<file path="src/hdl/pvpd_pkg.sv">
package pvpd_pkg;

    // Field widths
    localparam int VOLT_W  = 16;
    localparam int ANG_W   = 16;
    localparam int CFG_W   = 16;
    localparam int OUT_W   = 8;

    // Angle resolution and duty scale
    localparam int ANGLE_BITS = 16;
    localparam int DUTY_FULL  = 255;
    localparam int DUTY_BITS  = $clog2(DUTY_FULL + 1);

    // Register reset values
    localparam logic [CFG_W-1:0] CAP_RESET    = 16'd2816;
    localparam logic [CFG_W-1:0] SUPPLY_RESET = 16'd3226;

    // Sine/cosine polynomial, Q16
    localparam int X_W      = 17;
    localparam int SIN_W    = 18;
    localparam int SIN_ONE  = 65536;
    localparam int POLY_TOP = 11;
    localparam int POLY_C [4] = '{307, 5223, 42334, 102944};

    // Park and Clarke arithmetic
    localparam int PROD_W    = 34;
    localparam int AB_W      = 35;
    localparam int SPLIT     = 17;
    localparam int SQRT3_Q16 = 113512;
    localparam int PH_W      = 56;

    // Duty division
    localparam int D_W   = 32;
    localparam int V24_W = 32;
    localparam int NUM_W = V24_W + DUTY_BITS;
    localparam int REM_W = D_W + 1;

    // Queue between front and back
    localparam int Q_DEPTH = 4;
    localparam int Q_AW    = $clog2(Q_DEPTH);

    typedef enum logic [0:0] {
        CFG_VOLTAGE_CAP    = 1'b0,
        CFG_SUPPLY_VOLTAGE = 1'b1
    } t_cfg_idx;

    typedef struct packed {
        logic [CFG_W-1:0] voltage_cap;
        logic [CFG_W-1:0] supply_voltage;
    } t_cfg;

    typedef struct packed {
        logic signed [AB_W-1:0] alpha;
        logic signed [AB_W-1:0] beta;
    } t_park;

endpackage

</file>
<file path="src/hdl/pvpd_queue.sv">
module pvpd_queue import pvpd_pkg::*; (
    input  logic  i_clk,
    input  logic  i_rst_n,
    input  logic  i_push_valid,
    output logic  o_push_ready,
    input  t_park i_push_data,
    output logic  o_pop_valid,
    input  logic  i_pop_ready,
    output t_park o_pop_data
);

    t_park           r_mem [Q_DEPTH];
    logic [Q_AW-1:0] r_wptr, r_rptr;
    logic [Q_AW:0]   r_count;
    logic            push, pop;

    assign o_push_ready = (r_count != (Q_AW+1)'(Q_DEPTH));
    assign o_pop_valid  = (r_count != '0);
    assign push         = i_push_valid && o_push_ready;
    assign pop          = o_pop_valid && i_pop_ready;
    assign o_pop_data   = r_mem[r_rptr];

    // pointers and fill count
    always_ff @(posedge i_clk) begin
        if (!i_rst_n) begin
            r_wptr  <= '0;
            r_rptr  <= '0;
            r_count <= '0;
        end else begin
            if (push) r_wptr <= r_wptr + 1'b1;
            if (pop)  r_rptr <= r_rptr + 1'b1;
            r_count <= r_count + (Q_AW+1)'(push) - (Q_AW+1)'(pop);
        end
    end

    // storage
    always_ff @(posedge i_clk) begin
        if (push) r_mem[r_wptr] <= i_push_data;
    end

    a_count_bound: assert property (@(posedge i_clk) disable iff (!i_rst_n)
        r_count <= (Q_AW+1)'(Q_DEPTH))
        else $error("queue fill count overflow");

    a_count_pop: assert property (@(posedge i_clk) disable iff (!i_rst_n)
        (pop && !push) |=> (r_count == $past(r_count) - 1'b1))
        else $error("queue count not reduced on pop");

endmodule

</file>
<file path="config.mk">
export PLATFORM = sky130hd
export DESIGN_NAME = pvpd_queue
export DESIGN_NICKNAME = d
export VERILOG_FILES = /design/src/hdl/pvpd_pkg.sv /design/src/hdl/pvpd_queue.sv
export SDC_FILE = /design/constraint.sdc
export NUM_CORES = 1
export LEC_CHECK = 0
export BUFFER_PORTS_ARGS = -buffer_cell sky130_fd_sc_hd__buf_2
export CAP_MARGIN = 5
export CELL_PAD_IN_SITES_DETAIL_PLACEMENT = 2
export CELL_PAD_IN_SITES_GLOBAL_PLACEMENT = 2
export CORE_ASPECT_RATIO = 0.6
export CORE_MARGIN = 3
export CORE_UTILIZATION = 45
export DETAILED_ROUTE_END_ITERATION = 6
export GPL_TIMING_DRIVEN = 0
export PLACE_DENSITY = 0.86
export SLEW_MARGIN = 5
export SYNTH_ARGS = -nofsm -noshare
export SYNTH_HDL_FRONTEND = slang
export SYNTH_SLANG_ARGS = --single-unit
export TNS_END_PERCENT = 30
</file>
<file path="constraint.sdc">
create_clock -name i_clk -period 3.8 [get_ports i_clk]
set_input_delay 0.76 -clock i_clk [delete_from_list [all_inputs] [get_ports i_clk]]
set_output_delay 0.76 -clock i_clk [all_outputs]
set_load 0.1 [all_outputs]
</file>
# Yosys cells after proc, flatten, opt, wreduce, memory -nomap -nowiden
# Memory sizes are Yosys's and may differ from the RTL's. A register that Yosys moved wholly into a read port is not among the register bits.
# Cells that the tools add are included.
# Widths: inputs -> output; s select.
[classes]
n_mux = 4
n_bitwise = 0
div = 0
shifts = 0
multipliers = 0
eq_ne = 1
reduce_logical = 3
order_cmp = 0
add_sub_neg = 4
[ops]
columns = ["op", "count"]
rows = [
  ["$add 2x1->2 const B", 2],
  ["$mux 2", 2],
  ["$add 3x1->3", 1],
  ["$ne 3x3->1 const B", 1],
  ["$reduce_bool 3->1", 1],
  ["$sub 3x1->3", 1],
  ["$logic_and 1x1->1", 2],
  ["$mux 1", 2],
]
[totals]
memories = 1
ram_bits = 280
reg_bits = 7
romBits = 0
latch_bits = 0
output_inout_bits = 72
elab_cells = 16
inputBits = 74
[mem_list]
columns = ["memory", "depth", "word_bits", "rd", "rd_ports_with_merged_regs", "write_ports", "line_no", "rtl"]
rows = [
  ["r_mem", 4, 70, 1, 1, 1, "pvpd_queue.sv:12", "t_park r_mem [Q_DEPTH];"],
]

# Depth between registers and ports, before layout
[logic_depth]
ltp_word = 4
mapped_depth = 11
ltp_nobuf = 11

# Worst setup path after synthesis
# OpenSTA, ideal clock, no wires.
[synth_timing]
kind = "input-to-reg"
startpoint = "input port i_push_valid"
endpoint = "memory r_mem[0][0] (netlist name), enable pin"
stages = 2
setup_time_ns = 0.436
n_path_buf = 0
required_ns = 3.364
path_slack_ns = 0.650
arrival_time_ns = 2.715
cell_sequence = "a21boi_2 and2_1"
[synth_between]
elab_chain_cells = 3
[synth_lines]
columns = ["item", "line_no", "rtl"]
rows = [
  ["start, declared", "pvpd_queue.sv:4", "input logic i_push_valid,"],
  ["$logic_and 1x1->1", "pvpd_queue.sv:19", "assign push = i_push_valid && o_push_ready;"],
  ["$mux 1", "pvpd_queue.sv:38", "if (push) r_mem[r_wptr] <= i_push_data;"],
  ["$mux 1 (not written as such)", "pvpd_queue.sv:38", ""],
  ["end, declared", "pvpd_queue.sv:12", ""],
]
# No other way between the ends.

==> results.md <==
* Status: complete, no violations
* Max Buffers Root-to-Sink at 3
* Post-DP HPWL at 16630 um
* Core Box Area at roughly 0.023 mm2
* Asr flop ratio synth at 0%
* Data arrival time of the worst path at between 2000 and 2500 ps
* Cts hold-fix bufs at 0
* Total power draw at 11000 uW
* Leading cell types by total area after synthesis: edfxtp_1 79%, mux4_2 15%, dfxtp_1 1.7%, buf_12 1.3%, ha_1 0.71%
* Fmax at approximately 310 MHz
* Worst-path clk slew at around 70 ps
* Peak supply drop at roughly 650 uV
* PortBufs at roughly 140
* Worst setup EP type: primary output
* TritonCTS clock tree: done
* Post_cts resized at 0
* Fin cells at a little over 900
* Max-cap violations at 0
* Worst Skew at approximately 23 ps
* Total CTS buffers at 27
* Gr usage total at 20.56%
* CP Launch Type: flip-flop
* Residual DRC at 0
* Layout Area Growth over Synthesis at 19.50%
* Final hold viol count at 0
* Slew Limit Fails at 0
* Largest net degree at the start of global routing at between 50 and 60
* Drt first pass iters at 4
* Grt total ovfl at 0
* Die H at approximately 130 um
* Net Count, Synth at between 400 and 500
* Leak at about 0.0043 uW
* Synth top cells by count: 280 x edfxtp_1, 70 x mux4_2, 9 x dfxtp_1
* Max FO, Critical Path at 10
* Hold Worst Slack at 433.0 ps
* Crit path kind: reg -> out
* Number of flops mapped to enable cells by yosys at between 200 and 300
* Max_slew headroom at 63.08%
* Fillcell total at approximately 1900
* Tcrit/Tclk final at between 80% and 90%
* H-tree levels at 1
* Top-count cell post-synth: edfxtp_1
* Worst skew pair latency at around 540 ps
* First-pass GRT wire length at 38650 um
* Primary FF master, synth: edfxtp_1
* Vias in the first global route at about 5800
* CTS sink cnt at ~290
* Postcts setup bufs at 0
* Layout Nets at approximately 670
* Sequential share of the synthesized area at 80.66%
* Post-DP Area at around 0.012 mm2
* Antenna viol nets, final at 0
* Initial antenna violation count at 5
* Die span in x at 204.6 um
* IO Count at between 100 and 150
* Syn avg cell area at ~26 um2
* Die area at ~0.026 mm2
* Number of library cell types mapped by synthesis at 21
* Synthesis Warnings at 0
* Tmin final at between 3000 and 4000 ps
* Gate Count Post-Synth at between 400 and 500
* Unrepaired setup endpoints after global routing: no
* #FFs+latches synth at approximately 290
* Via density at roughly 5.4
* Worst Hold Class: in -> reg
* Worst-Margin Slew at around 560 ps
* Ratio of cells with drive above 1 in the final layout at 45.10%
* Cell Area, Synth at around 0.011 mm2
* Placer Congestion at approximately 0.7
* Synth area leader: edfxtp_1
* Routed vias at approximately 5000
* PwrDens at roughly 860 mW/mm2
* Synth top area share at between 70% and 80%
* Worst Path Required at about 3000 ps
* Core Rows at 42
* Setup violators final at 0
* Setup TNS after final layout at 0 ps
* Placed cells at just under 900
* Root cell of the clock tree: clkbuf_16
* Final wirelength at ~26000 um
* DR WL/cell at 28.12 um
* Starting Density at between 40% and 50%
* Post-route design area at 0.01272 mm2
* Drt initial violations at 400
where the power goes:
part	internal, uW	leakage, uW	switching [uW]	total, uW
clock	1480	0.000419	1140	2620
combinational	989	0.00123	3410	4400
sequential	3860	0.00264	120	3980
total	6330	0.00429	4660	11000
worst max-delay path, stage by stage (launching register included):
cell     delay [ps]
dfxtp_1         320
buf_1           430
buf_2           410
mux4_2          270
buf_2           470
state kept, by name, summed over array words and instances, names as in the netlist, named ones only:
name     flops
r_wptr       2
r_rptr       2
r_mem      280
r_count      3
final timing paths:
| path | slack (ps) | startpoint | end | cells past startpoint |
|---|---|---|---|---|
| hold / removal | 430 | i_push_data[47] | r_mem[2][47]$_DFFE_PP_ | 1 |
| setup / recovery | 600 | flip-flop | o_pop_data[3] | 4 |
| setup reg to reg | 990 | r_count[1]$_SDFF_PN0_ | r_count[2]$_SDFF_PN0_ | 11 |
| hold reg to reg | 520 | r_wptr[1]$_SDFFE_PN0P_ | r_wptr[1]$_SDFFE_PN0P_ | 2 |
final cells by class:
type,count,area (um2),area share [%]
tap,308,385.4,3.029
antenna,1,2.502,0.01967
timing repair buffer,148,830.8,6.530
clock inverter,14,117.6,0.9244
sequential,289,8588,67.50
inverter,5,18.77,0.1475
multi-input combinational,103,1857,14.59
buffer,17,193.9,1.524
clock buffer,36,729.5,5.733
through the flow:
step	setup WS (ps)	utilization, %
after floorplan	649.6	-
after global placement	-760.2	51.89
after detailed placement	775.8	52.43
after CTS	547.1	56.17
after global routing	511.2	56.18
final	598.4	56.18
kinds of logic after synthesis:
group           after synthesis  share of synthesized area (%)
compound gates                3                         0.2703
xor+xnor                      4                         0.3290
fa+ha+maj                     7                         0.8931
buf+inv                      22                          1.998
flops                       289                          80.66
mux                          72                          14.99
simple gates                 17                         0.8578
metal layers:
metal	wire length [um]	part of all wire [%]	vias up	GRT usage (%)
li1	-	-	2122	-
met1	10470	40	2643	26.85
met2	13350	52	180	35.34
met3	1546	6.0	42	5.325
met4	465	1.8	8	4.163
met5	60	0.23	-	0
placed cells by master (no fill, tap or decap), types with 5 or more instances in the layout:
master     netlist  routed
clkbuf_16        0      27
clkinv_2         0       6
ha_1             6       6
dfxtp_1          9       9
clkbuf_1         1       8
buf_12           7       7
mux4_2          70      70
clkinv_1         0       5
inv_1            5       5
edfxtp_1       280     280
nand2_1          5       5
buf_2            7     151
Note: power is estimated with default switching activity, not from simulation.
