===== src/hdl/pvpd_pkg.sv =====
package pvpd_pkg;

    // Field widths
    localparam int VOLT_W  = 16;
    localparam int ANG_W   = 16;
    localparam int CFG_W   = 16;
    localparam int OUT_W   = 8;

    // Angle resolution and duty scale
    localparam int ANGLE_BITS = 16;
    localparam int DUTY_FULL  = 255;
    localparam int DUTY_BITS  = $clog2(DUTY_FULL + 1);

    // Register reset values
    localparam logic [CFG_W-1:0] CAP_RESET    = 16'd2816;
    localparam logic [CFG_W-1:0] SUPPLY_RESET = 16'd3226;

    // Sine/cosine polynomial, Q16
    localparam int X_W      = 17;
    localparam int SIN_W    = 18;
    localparam int SIN_ONE  = 65536;
    localparam int POLY_TOP = 11;
    localparam int POLY_C [4] = '{307, 5223, 42334, 102944};

    // Park and Clarke arithmetic
    localparam int PROD_W    = 34;
    localparam int AB_W      = 35;
    localparam int SPLIT     = 17;
    localparam int SQRT3_Q16 = 113512;
    localparam int PH_W      = 56;

    // Duty division
    localparam int D_W   = 32;
    localparam int V24_W = 32;
    localparam int NUM_W = V24_W + DUTY_BITS;
    localparam int REM_W = D_W + 1;

    // Queue between front and back
    localparam int Q_DEPTH = 4;
    localparam int Q_AW    = $clog2(Q_DEPTH);

    typedef enum logic [0:0] {
        CFG_VOLTAGE_CAP    = 1'b0,
        CFG_SUPPLY_VOLTAGE = 1'b1
    } t_cfg_idx;

    typedef struct packed {
        logic [CFG_W-1:0] voltage_cap;
        logic [CFG_W-1:0] supply_voltage;
    } t_cfg;

    typedef struct packed {
        logic signed [AB_W-1:0] alpha;
        logic signed [AB_W-1:0] beta;
    } t_park;

endpackage


===== src/hdl/pvpd_duty_if.sv =====
interface pvpd_duty_if import pvpd_pkg::*; ();
    logic             valid;
    logic             ready;
    logic [OUT_W-1:0] duty_a;
    logic [OUT_W-1:0] duty_b;
    logic [OUT_W-1:0] duty_c;

    modport source (output valid, output duty_a, output duty_b, output duty_c,
                    input ready);
    modport sink   (input valid, input duty_a, input duty_b, input duty_c,
                    output ready);
endinterface


===== src/hdl/pvpd_back.sv =====
module pvpd_back import pvpd_pkg::*; (
    input  logic        i_clk,
    input  logic        i_rst_n,
    input  t_cfg        i_cfg,
    input  logic        i_park_valid,
    output logic        o_park_ready,
    input  t_park       i_park,
    pvpd_duty_if.source o_duty
);

    localparam int QB = DUTY_BITS;
    localparam int NB = QB + 5;
    localparam logic [SIN_W-1:0] SQRT3_S = SIN_W'(SQRT3_Q16);

    logic                     en;
    logic [NB-1:0]            r_vld;
    logic [D_W-1:0]           dvs;
    logic signed [PH_W-1:0]   capw, offs, a16;
    logic [SPLIT-1:0]         b_lo;
    logic signed [AB_W-SPLIT-1:0] b_hi;
    logic signed [PH_W-1:0]   n_ph  [3];
    logic signed [PH_W-1:0]   clamp [3];
    logic [V24_W-1:0]         v24   [3];
    logic [REM_W-1:0]         rin   [1:QB][3];

    logic signed [AB_W-1:0]   r_alpha0, r_alpha1;
    logic [2*SPLIT-1:0]       r_pp_lo;
    logic signed [AB_W-SPLIT+SIN_W-1:0] r_pp_hi;
    logic signed [PH_W-1:0]   r_bs;
    logic signed [PH_W-1:0]   r_ph  [3];
    logic [REM_W-1:0]         r_rem [0:QB][3];
    logic [QB-1:0]            r_low [0:QB-1][3];
    logic [QB-1:0]            r_quo [0:QB][3];
    logic                     r_sat [0:QB][3];
    logic                     r_nz  [0:QB][3];
    logic [OUT_W-1:0]         r_duty [3];

    assign en           = !r_vld[NB-1] || o_duty.ready;
    assign o_park_ready = en;

    assign dvs  = {i_cfg.supply_voltage, 16'b0};
    assign capw = PH_W'({i_cfg.voltage_cap, 33'b0});
    assign offs = PH_W'({i_cfg.supply_voltage, 32'b0});
    assign b_lo = i_park.beta[SPLIT-1:0];
    assign b_hi = i_park.beta[AB_W-1:SPLIT];
    assign a16  = PH_W'(r_alpha1) <<< 16;

    // Clarke phases, clamp and division steps
    always_comb begin
        n_ph[0] = (PH_W'(r_alpha1) <<< 17) + offs;
        n_ph[1] = r_bs - a16 + offs;
        n_ph[2] = -r_bs - a16 + offs;
        for (int p = 0; p < 3; p++) begin
            if (r_ph[p] < 0) begin
                clamp[p] = '0;
            end else if (r_ph[p] > capw) begin
                clamp[p] = capw;
            end else begin
                clamp[p] = r_ph[p];
            end
            v24[p] = V24_W'(clamp[p] >>> 17);
            for (int k = 1; k <= QB; k++) begin
                rin[k][p] = {r_rem[k-1][p][REM_W-2:0], r_low[k-1][p][QB-k]};
            end
        end
    end

    // valid bits
    always_ff @(posedge i_clk) begin
        if (!i_rst_n) begin
            r_vld <= '0;
        end else if (en) begin
            r_vld <= {r_vld[NB-2:0], i_park_valid};
        end
    end

    // payload
    always_ff @(posedge i_clk) begin
        if (en) begin
            // beta times sqrt3 in two partial products
            r_alpha0 <= i_park.alpha;
            r_pp_lo  <= b_lo * SPLIT'(SQRT3_Q16);
            r_pp_hi  <= b_hi * $signed(SQRT3_S);
            r_alpha1 <= r_alpha0;
            r_bs     <= (PH_W'(r_pp_hi) <<< SPLIT) + PH_W'(r_pp_lo);
            for (int p = 0; p < 3; p++) begin
                r_ph[p] <= n_ph[p];
                // division set-up
                r_sat[0][p] <= (v24[p] >= dvs);
                r_nz[0][p]  <= (v24[p] != '0);
                r_rem[0][p] <= REM_W'((NUM_W'(v24[p]) * NUM_W'(DUTY_FULL)) >> QB);
                r_low[0][p] <= QB'(NUM_W'(v24[p]) * NUM_W'(DUTY_FULL));
                r_quo[0][p] <= '0;
                // one quotient bit per stage
                for (int k = 1; k <= QB; k++) begin
                    if (rin[k][p] >= {1'b0, dvs}) begin
                        r_rem[k][p] <= rin[k][p] - {1'b0, dvs};
                        r_quo[k][p] <= {r_quo[k-1][p][QB-2:0], 1'b1};
                    end else begin
                        r_rem[k][p] <= rin[k][p];
                        r_quo[k][p] <= {r_quo[k-1][p][QB-2:0], 1'b0};
                    end
                    r_sat[k][p] <= r_sat[k-1][p];
                    r_nz[k][p]  <= r_nz[k-1][p];
                end
                // low numerator bits still to be brought down
                for (int k = 1; k < QB; k++) begin
                    r_low[k][p] <= r_low[k-1][p];
                end
                // output word
                if (r_sat[QB][p]) begin
                    r_duty[p] <= r_nz[QB][p] ? OUT_W'(DUTY_FULL) : '0;
                end else begin
                    r_duty[p] <= OUT_W'(r_quo[QB][p]);
                end
            end
        end
    end

    assign o_duty.valid  = r_vld[NB-1];
    assign o_duty.duty_a = r_duty[0];
    assign o_duty.duty_b = r_duty[1];
    assign o_duty.duty_c = r_duty[2];

    a_rem_below: assert property (@(posedge i_clk) disable iff (!i_rst_n)
        (r_vld[QB+3] && !r_sat[QB][0]) |-> (r_rem[QB][0] < {1'b0, dvs}))
        else $error("division remainder not below divisor");

endmodule


===== src/flat_wrapper.sv =====
// flat-port wrapper written by rule: the top's interface ports become plain ports
module pvpd_back_flat import pvpd_pkg::*;
  (i_clk, i_rst_n, i_cfg, i_park_valid, o_park_ready, i_park, o_duty_valid, o_duty_duty_a, o_duty_duty_b, o_duty_duty_c, o_duty_ready);
  pvpd_duty_if o_duty_i ();
  input  logic i_clk;
  input  logic i_rst_n;
  input  t_cfg i_cfg;
  input  logic i_park_valid;
  output logic o_park_ready;
  input  t_park i_park;
  output wire logic [$bits(o_duty_i.valid)-1:0] o_duty_valid;
  output wire logic [$bits(o_duty_i.duty_a)-1:0] o_duty_duty_a;
  output wire logic [$bits(o_duty_i.duty_b)-1:0] o_duty_duty_b;
  output wire logic [$bits(o_duty_i.duty_c)-1:0] o_duty_duty_c;
  input wire logic [$bits(o_duty_i.ready)-1:0] o_duty_ready;
  assign o_duty_valid = o_duty_i.valid;
  assign o_duty_duty_a = o_duty_i.duty_a;
  assign o_duty_duty_b = o_duty_i.duty_b;
  assign o_duty_duty_c = o_duty_i.duty_c;
  assign o_duty_i.ready = o_duty_ready;
  pvpd_back u_core (.i_clk(i_clk), .i_rst_n(i_rst_n), .i_cfg(i_cfg), .i_park_valid(i_park_valid), .o_park_ready(o_park_ready), .i_park(i_park), .o_duty(o_duty_i));
endmodule

===== config.mk =====
export PLATFORM = sky130hd
export DESIGN_NAME = pvpd_back_flat
export DESIGN_NICKNAME = d
export VERILOG_FILES = /design/src/hdl/pvpd_pkg.sv /design/src/hdl/pvpd_duty_if.sv /design/src/hdl/pvpd_back.sv /design/src/flat_wrapper.sv
export SDC_FILE = /design/constraint.sdc
export NUM_CORES = 2
export LEC_CHECK = 0
export ABC_AREA = 1
export BUFFER_PORTS_ARGS = -buffer_cell sky130_fd_sc_hd__buf_2
export CORE_MARGIN = 8
export CORE_UTILIZATION = 25
export CTS_CLUSTER_SIZE = 30
export DETAILED_ROUTE_END_ITERATION = 10
export MAX_ROUTING_LAYER = met4
export SETUP_SLACK_MARGIN = 0.05
export SYNTH_ARGS = -nofsm -noshare
export SYNTH_HDL_FRONTEND = slang
export SYNTH_SLANG_ARGS = --single-unit
export TNS_END_PERCENT = 5

===== constraint.sdc =====
create_clock -name i_clk -period 71.8 [get_ports i_clk]
set_clock_uncertainty 0.1 [all_clocks]
set_input_delay 3.59 -clock i_clk [delete_from_list [all_inputs] [get_ports i_clk]]
set_output_delay 3.59 -clock i_clk [all_outputs]
set_load 0.05 [all_outputs]

=== Word level (Yosys, flattened, before mapping) ===
Memory sizes are Yosys's and may differ from the RTL's.
Index checks and enable logic that the tools add are counted.

* Bits in latches: 0
* ROM bits: 0
* Memory bits (writable): 1545
* Register bits: 203
* Bits of input ports: 106
* Logic and storage cells: 362
* Output and inout bits: 26
* Memories kept: 7

{| class="wikitable"
|+ Memories
! name !! depth !! width !! rd ports !! clocked after memory_dff !! wr ports !! line !! text
|-
| u_core.r_rem || 9 || 99 || 8 || 0 || 9 || pvpd_back.sv:31 || <nowiki>logic [REM_W-1:0] r_rem [0:QB][3];</nowiki>
|-
| u_core.r_quo || 9 || 24 || 9 || 0 || 9 || pvpd_back.sv:33 || <nowiki>logic [QB-1:0] r_quo [0:QB][3];</nowiki>
|-
| u_core.r_low || 8 || 24 || 8 || 0 || 8 || pvpd_back.sv:32 || <nowiki>logic [QB-1:0] r_low [0:QB-1][3];</nowiki>
|-
| u_core.r_ph || 3 || 56 || 3 || 0 || 3 || pvpd_back.sv:30 || <nowiki>logic signed [PH_W-1:0] r_ph [3];</nowiki>
|-
| u_core.r_nz || 9 || 3 || 9 || 0 || 9 || pvpd_back.sv:35 || <nowiki>logic r_nz [0:QB][3];</nowiki>
|-
| u_core.r_sat || 9 || 3 || 9 || 0 || 9 || pvpd_back.sv:34 || <nowiki>logic r_sat [0:QB][3];</nowiki>
|-
| +1 memories || - || - || - || - || - || - ||
|}

* Eq/ne operators: 0
* Multiply operators: 5
* Reduce and logical (&&, ||, !) cells: 5
* Shift operators: 0
* Magnitude comparators: 33
* Add/sub/neg operators: 31
* Divide/modulo/power cells: 0
* Mux-type cells: 224
* Bitwise logic cells: 51

{| class="wikitable"
|+ Operators with widths
! operator !! number
|-
| $ge A33 B32 Y1 || 24
|-
| $mux W33 || 24
|-
| $sub A33 B32 Y33 || 24
|-
| $mux W49 || 6
|-
| $mux W8 || 30
|-
| $gt A56 B50 Y1 || 3
|-
| $lt A56 B1 Y1 const B || 3
|-
| $mux W1 || 164
|-
| $mul A32 B8 Y40 const B || 3
|-
| $add A56 B49 Y56 || 2
|-
| $sub A56 B51 Y56 || 2
|-
| $ge A32 B32 Y1 || 3
|-
| $reduce_bool A32 Y1 || 3
|-
| $neg A56 Y56 || 1
|-
| $add A53 B35 Y54 || 1
|-
| $add A52 B49 Y53 || 1
|-
| $or A1 B1 Y1 || 51
|-
| $mul A18 B15 Y33 const B || 1
|-
| $mul A17 B14 Y31 const B || 1
|-
| $logic_not A1 Y1 || 1
|-
| $logic_or A1 B1 Y1 || 1
|}

=== Depth between registers and ports, before layout ===
An unclocked memory read counts as a cell.

* Depth after elaboration: 6
* Mapped depth: 38
* Mapped depth without buffers: 37

=== Worst setup path after synthesis ===
Ideal clock, no wire load.

* Path kind: input to register
* Start point: input o_duty_ready
* End point: memory u_core.r_quo[0][192] (netlist name), data pin
* Setup slack: 43.946 ns
* Arrival time: 26.517 ns
* Stages on the path: 5
* Setup time: 1.238 ns
* Path buffers: 2
* Data required time: 70.462 ns
* Path through: nor2_2 > inv_2 > buf_4 > clkbuf_1 > o2111ai_1

{| class="wikitable"
|+ RTL lines
! item !! line !! text
|-
| start, declared || flat_wrapper.sv:15 || <nowiki>input wire logic [$bits(o_duty_i.ready)-1:0] o_duty_ready;</nowiki>
|-
| end, declared || pvpd_back.sv:33 ||
|}

==> qor.csv <==
stage,metric,value,unit
floorplanning,Core ar.,448000,um^2
clock_tree,CTS sink cnt,1401,
routing,starting DRC count in detailed routing,5286,
timing,Slew @ Worst Pin,1.12,ns
global_route,GR Overflow Total,0,
final_layout,Area growth syn-to-layout,11.9,%
hold_path,min-delay src,u_core.r_low[0][112],
worst_setup_path,FF-to-FF Start,u_core.r_ph[0][167],
timing,final hold vios,0,
worst_setup_path,Reg2Reg Capture Point,u_core.r_rem[0][22],
global_route,vias in the first global route,83200,
synthesis,number of distinct library cells after synthesis,68,
worst_setup_path,critical path launch point type,primary input,
routing,routed length per placed instance,17.9,um
global_route,initial antenna violation count,49,
timing,Tcrit/Tclk final,14.3,%
worst_setup_path,cell occurring most often along the worst timing path,inv_1,
floorplanning,row cnt,246,
hold_path,Worst Hold Depth,0,
timing,Max Clk Rate,97.6,MHz
flow_run,Max Cap Viol,0,
hold_path,Hold EP,u_core.r_low[0][136],
global_route,pin count of the biggest net entering global routing,190,
synthesis,mapped cell area,112000,um^2
floorplanning,Die X,686,um
synthesis,Most used DFF post-synth,edfxtp_1,
routing,drt first pass iters,6,
timing,worst rel slew slack,25.2,%
clock_tree,worst skew pair latency,0.87,ns
routing,DRC viols,0,
global_route,global-route wire length before repair,497000,um
synthesis,ranking of synthesized cells by area,"edfxtp_1 (37%), fa_1 (13%), ha_1 (12%)",
final_layout,layout cells sized above 1,5.70,%
clock_tree,htree depth,4,
worst_setup_path,slowest cell delay on critical path,0.67,ns
place,GPL Wtd Cong,0.971,
worst_setup_path,R2R setup slack,64.03,ns
floorplanning,IO Pins,132,
routing,vias per cell,4.48,
routing,DRT Wirelength,328000,um
worst_setup_path,crit path DAT,10.71,ns
floorplanning,die height,686,um
worst_setup_path,worst path required time,72.26,ns
synthesis,Synth Register Bits,1401,
place,HPWL after DPL,264000,um
floorplanning,die footprint,470000,um^2
synthesis,Synth Area per Inst,9.36,um^2
clock_tree,Post-CTS Resized,0,
clock_tree,clock root buffer,clkbuf_16,
run_status,status,finished clean,
routing,post-route ant nets,0,
synthesis,ys async rst share,0,%
synthesis,Post-synth EDFFs,1387,
hold_path,Hold Crit Class,register to register,
synthesis,post-synth top area share,37.1,%
timing,Tmin final,10.25,ns
clock_tree,buffer depth of the longest clock path,4,
timing,Total Neg Setup Slack,0,ns
final_layout,filler cell count,47500,
synthesis,warning count from the yosys run,0,
clock_tree,Post CTS Setup Buffer Count,0,
floorplanning,initial core utilization,25.0,%
clock_tree,cts bufs inserted,163,
synthesis,Synth area leader,edfxtp_1,
worst_setup_path,CP Capture Type,register,
timing,worst setup margin,61.55,ns
timing,RSZ-0062 raised after global routing,false,
clock_tree,CTS tree,yes,
synthesis,post-synthesis sequential area ratio,37.4,%
synthesis,net count after synthesis,13900,
routing,Vias,82100,
worst_setup_path,Critical Path Slowest Stage Cell,nand3_2,
final_layout,Final Net Count,14200,
synthesis,Mapped Cells,12000,
worst_setup_path,R2R depth,28,
timing,"Slew Viols, Final",0,
clock_tree,"CTS clk-pin slew, worst paths",0.06,ns
place,Place WS,60.79,ns
timing,endpoints failing setup,0,
worst_setup_path,Worst Setup Path Type,primary input to register,
worst_setup_path,critical path peak fanout,40,
place,PortBufs,131,
clock_tree,CTS hold repair buffers,0,
global_route,gr usage total,13.9,%
-- layout by cell type, fill, tap and decap left out, types with 25 or more instances in the layout --
cell type and n:
nand2_1 2327, inv_1 1920, edfxtp_1 1387, ha_1 1107
nor2_1 1086, fa_1 739, nand3_1 646, a21oi_1 624
xor2_1 412, o21ai_0 398, clkbuf_16 165, xnor2_1 148
nand4_1 143, buf_2 130, nor3_1 120, o21bai_1 108
nor4_1 86, a21o_1 76, nand2_2 56, a31oi_1 51
nand2_4 43, buf_4 43, diode_2 37, o21ai_2 36
a21oi_2 32, a211oi_1 32, inv_2 32, clkinv_2 26
o211ai_1 25
-- sequential cells by signal, summed over array words and instances (netlist names), 33 cells and up --
signal / count
u_core.r_ph: 141
u_core.r_rem: 768
u_core.r_low: 108
u_core.r_alpha1: 35
u_core.r_bs: 51
u_core.r_pp_hi: 33
u_core.r_quo: 108
u_core.r_alpha0: 35
-- critical path, delay by kind of cell --
| family | cells | cell delay [ns] |
|---|---|---|
| compound gates | 2 | 0.50 |
| fa+ha+maj | 6 | 2.77 |
| buf+inv | 10 | 1.35 |
| simple gates | 15 | 2.45 |
-- worst max path at each step --
stage / start / to / slack [ns] / cells after the start
after detailed placement: i_cfg[30] / u_core.r_rem[0][55] / 60.79 / 33
after global placement: i_cfg[28] / u_core.r_rem[0][96] / 60.81 / 28
final: i_cfg[30] / u_core.r_rem[0][55] / 61.55 / 33
after CTS: i_cfg[30] / u_core.r_rem[0][55] / 61.68 / 33
after floorplan: o_duty_ready / u_core.r_quo[0][192] / 43.95 / 5
after global routing: i_cfg[30] / u_core.r_rem[0][55] / 60.90 / 33
-- stage by stage --
stage | hold WS, ns | area [um^2] | std cells | util (%)
6_report | 0.271 | 125000 | 18300 | 28.0
5_1_grt | 0.282 | 125000 | 18300 | 28.0
4_1_cts | 0.279 | 125000 | 18300 | 28.0
3_5_place_dp | 0.305 | 120000 | 18000 | 26.8
3_3_place_gp | 0.301 | 120000 | 18000 | 26.8
2_1_floorplan | 0.300 | 112000 | 12000 | -
-- metal layers --
| layer | share of wire (%) | vias up | wire (um) | GRT usage, % |
|---|---|---|---|---|
| met5 | 0 | - | 0 | - |
| met4 | 4.0 | 0 | 13200 | 4.94 |
| li1 | - | 40300 | - | - |
| met3 | 5.0 | 563 | 16500 | 2.10 |
| met1 | 45 | 39400 | 147000 | 17.6 |
| met2 | 46 | 1828 | 151000 | 22.6 |
-- final cells by class --
class                      count  area (um^2)  share of cell area, %
clock buffer                 184         4200                   3.35
timing repair buffer         176         1030                  0.824
sequential                  1401        41900                   33.4
clock inverter               109         1330                   1.06
antenna                       37         92.6                 0.0738
multi-input combinational   8507        62100                   49.5
tap                         5952         7450                   5.94
inverter                    1957         7360                   5.87
-- cell families (layout without fill, tap and decap cells) --
group | Yosys count | in the layout | synth area share [%]
other cells | 0 | 37 | 0
simple gates | 4598 | 4598 | 17.5
flops | 1401 | 1401 | 37.4
compound gates | 1503 | 1503 | 7.93
fa+ha+maj | 1846 | 1846 | 25.5
xor+xnor | 560 | 560 | 4.37
buf+inv | 2071 | 2426 | 7.25
-- synth_stat cells (36+ instances only) --
master,count
a21oi_1,624
a21o_1,76
nand4_1,143
nor4_1,86
a31oi_1,51
o21ai_2,36
xor2_1,412
nor3_1,120
nand2_2,56
xnor2_1,148
inv_1,1936
nand3_1,646
fa_1,739
edfxtp_1,1387
nand2_4,43
o21bai_1,108
ha_1,1107
nand2_1,2327
o21ai_0,398
nor2_1,1086
Power is not shown: default switching activity piles up to over one toggle a cycle in this logic, so the estimate is an artifact.
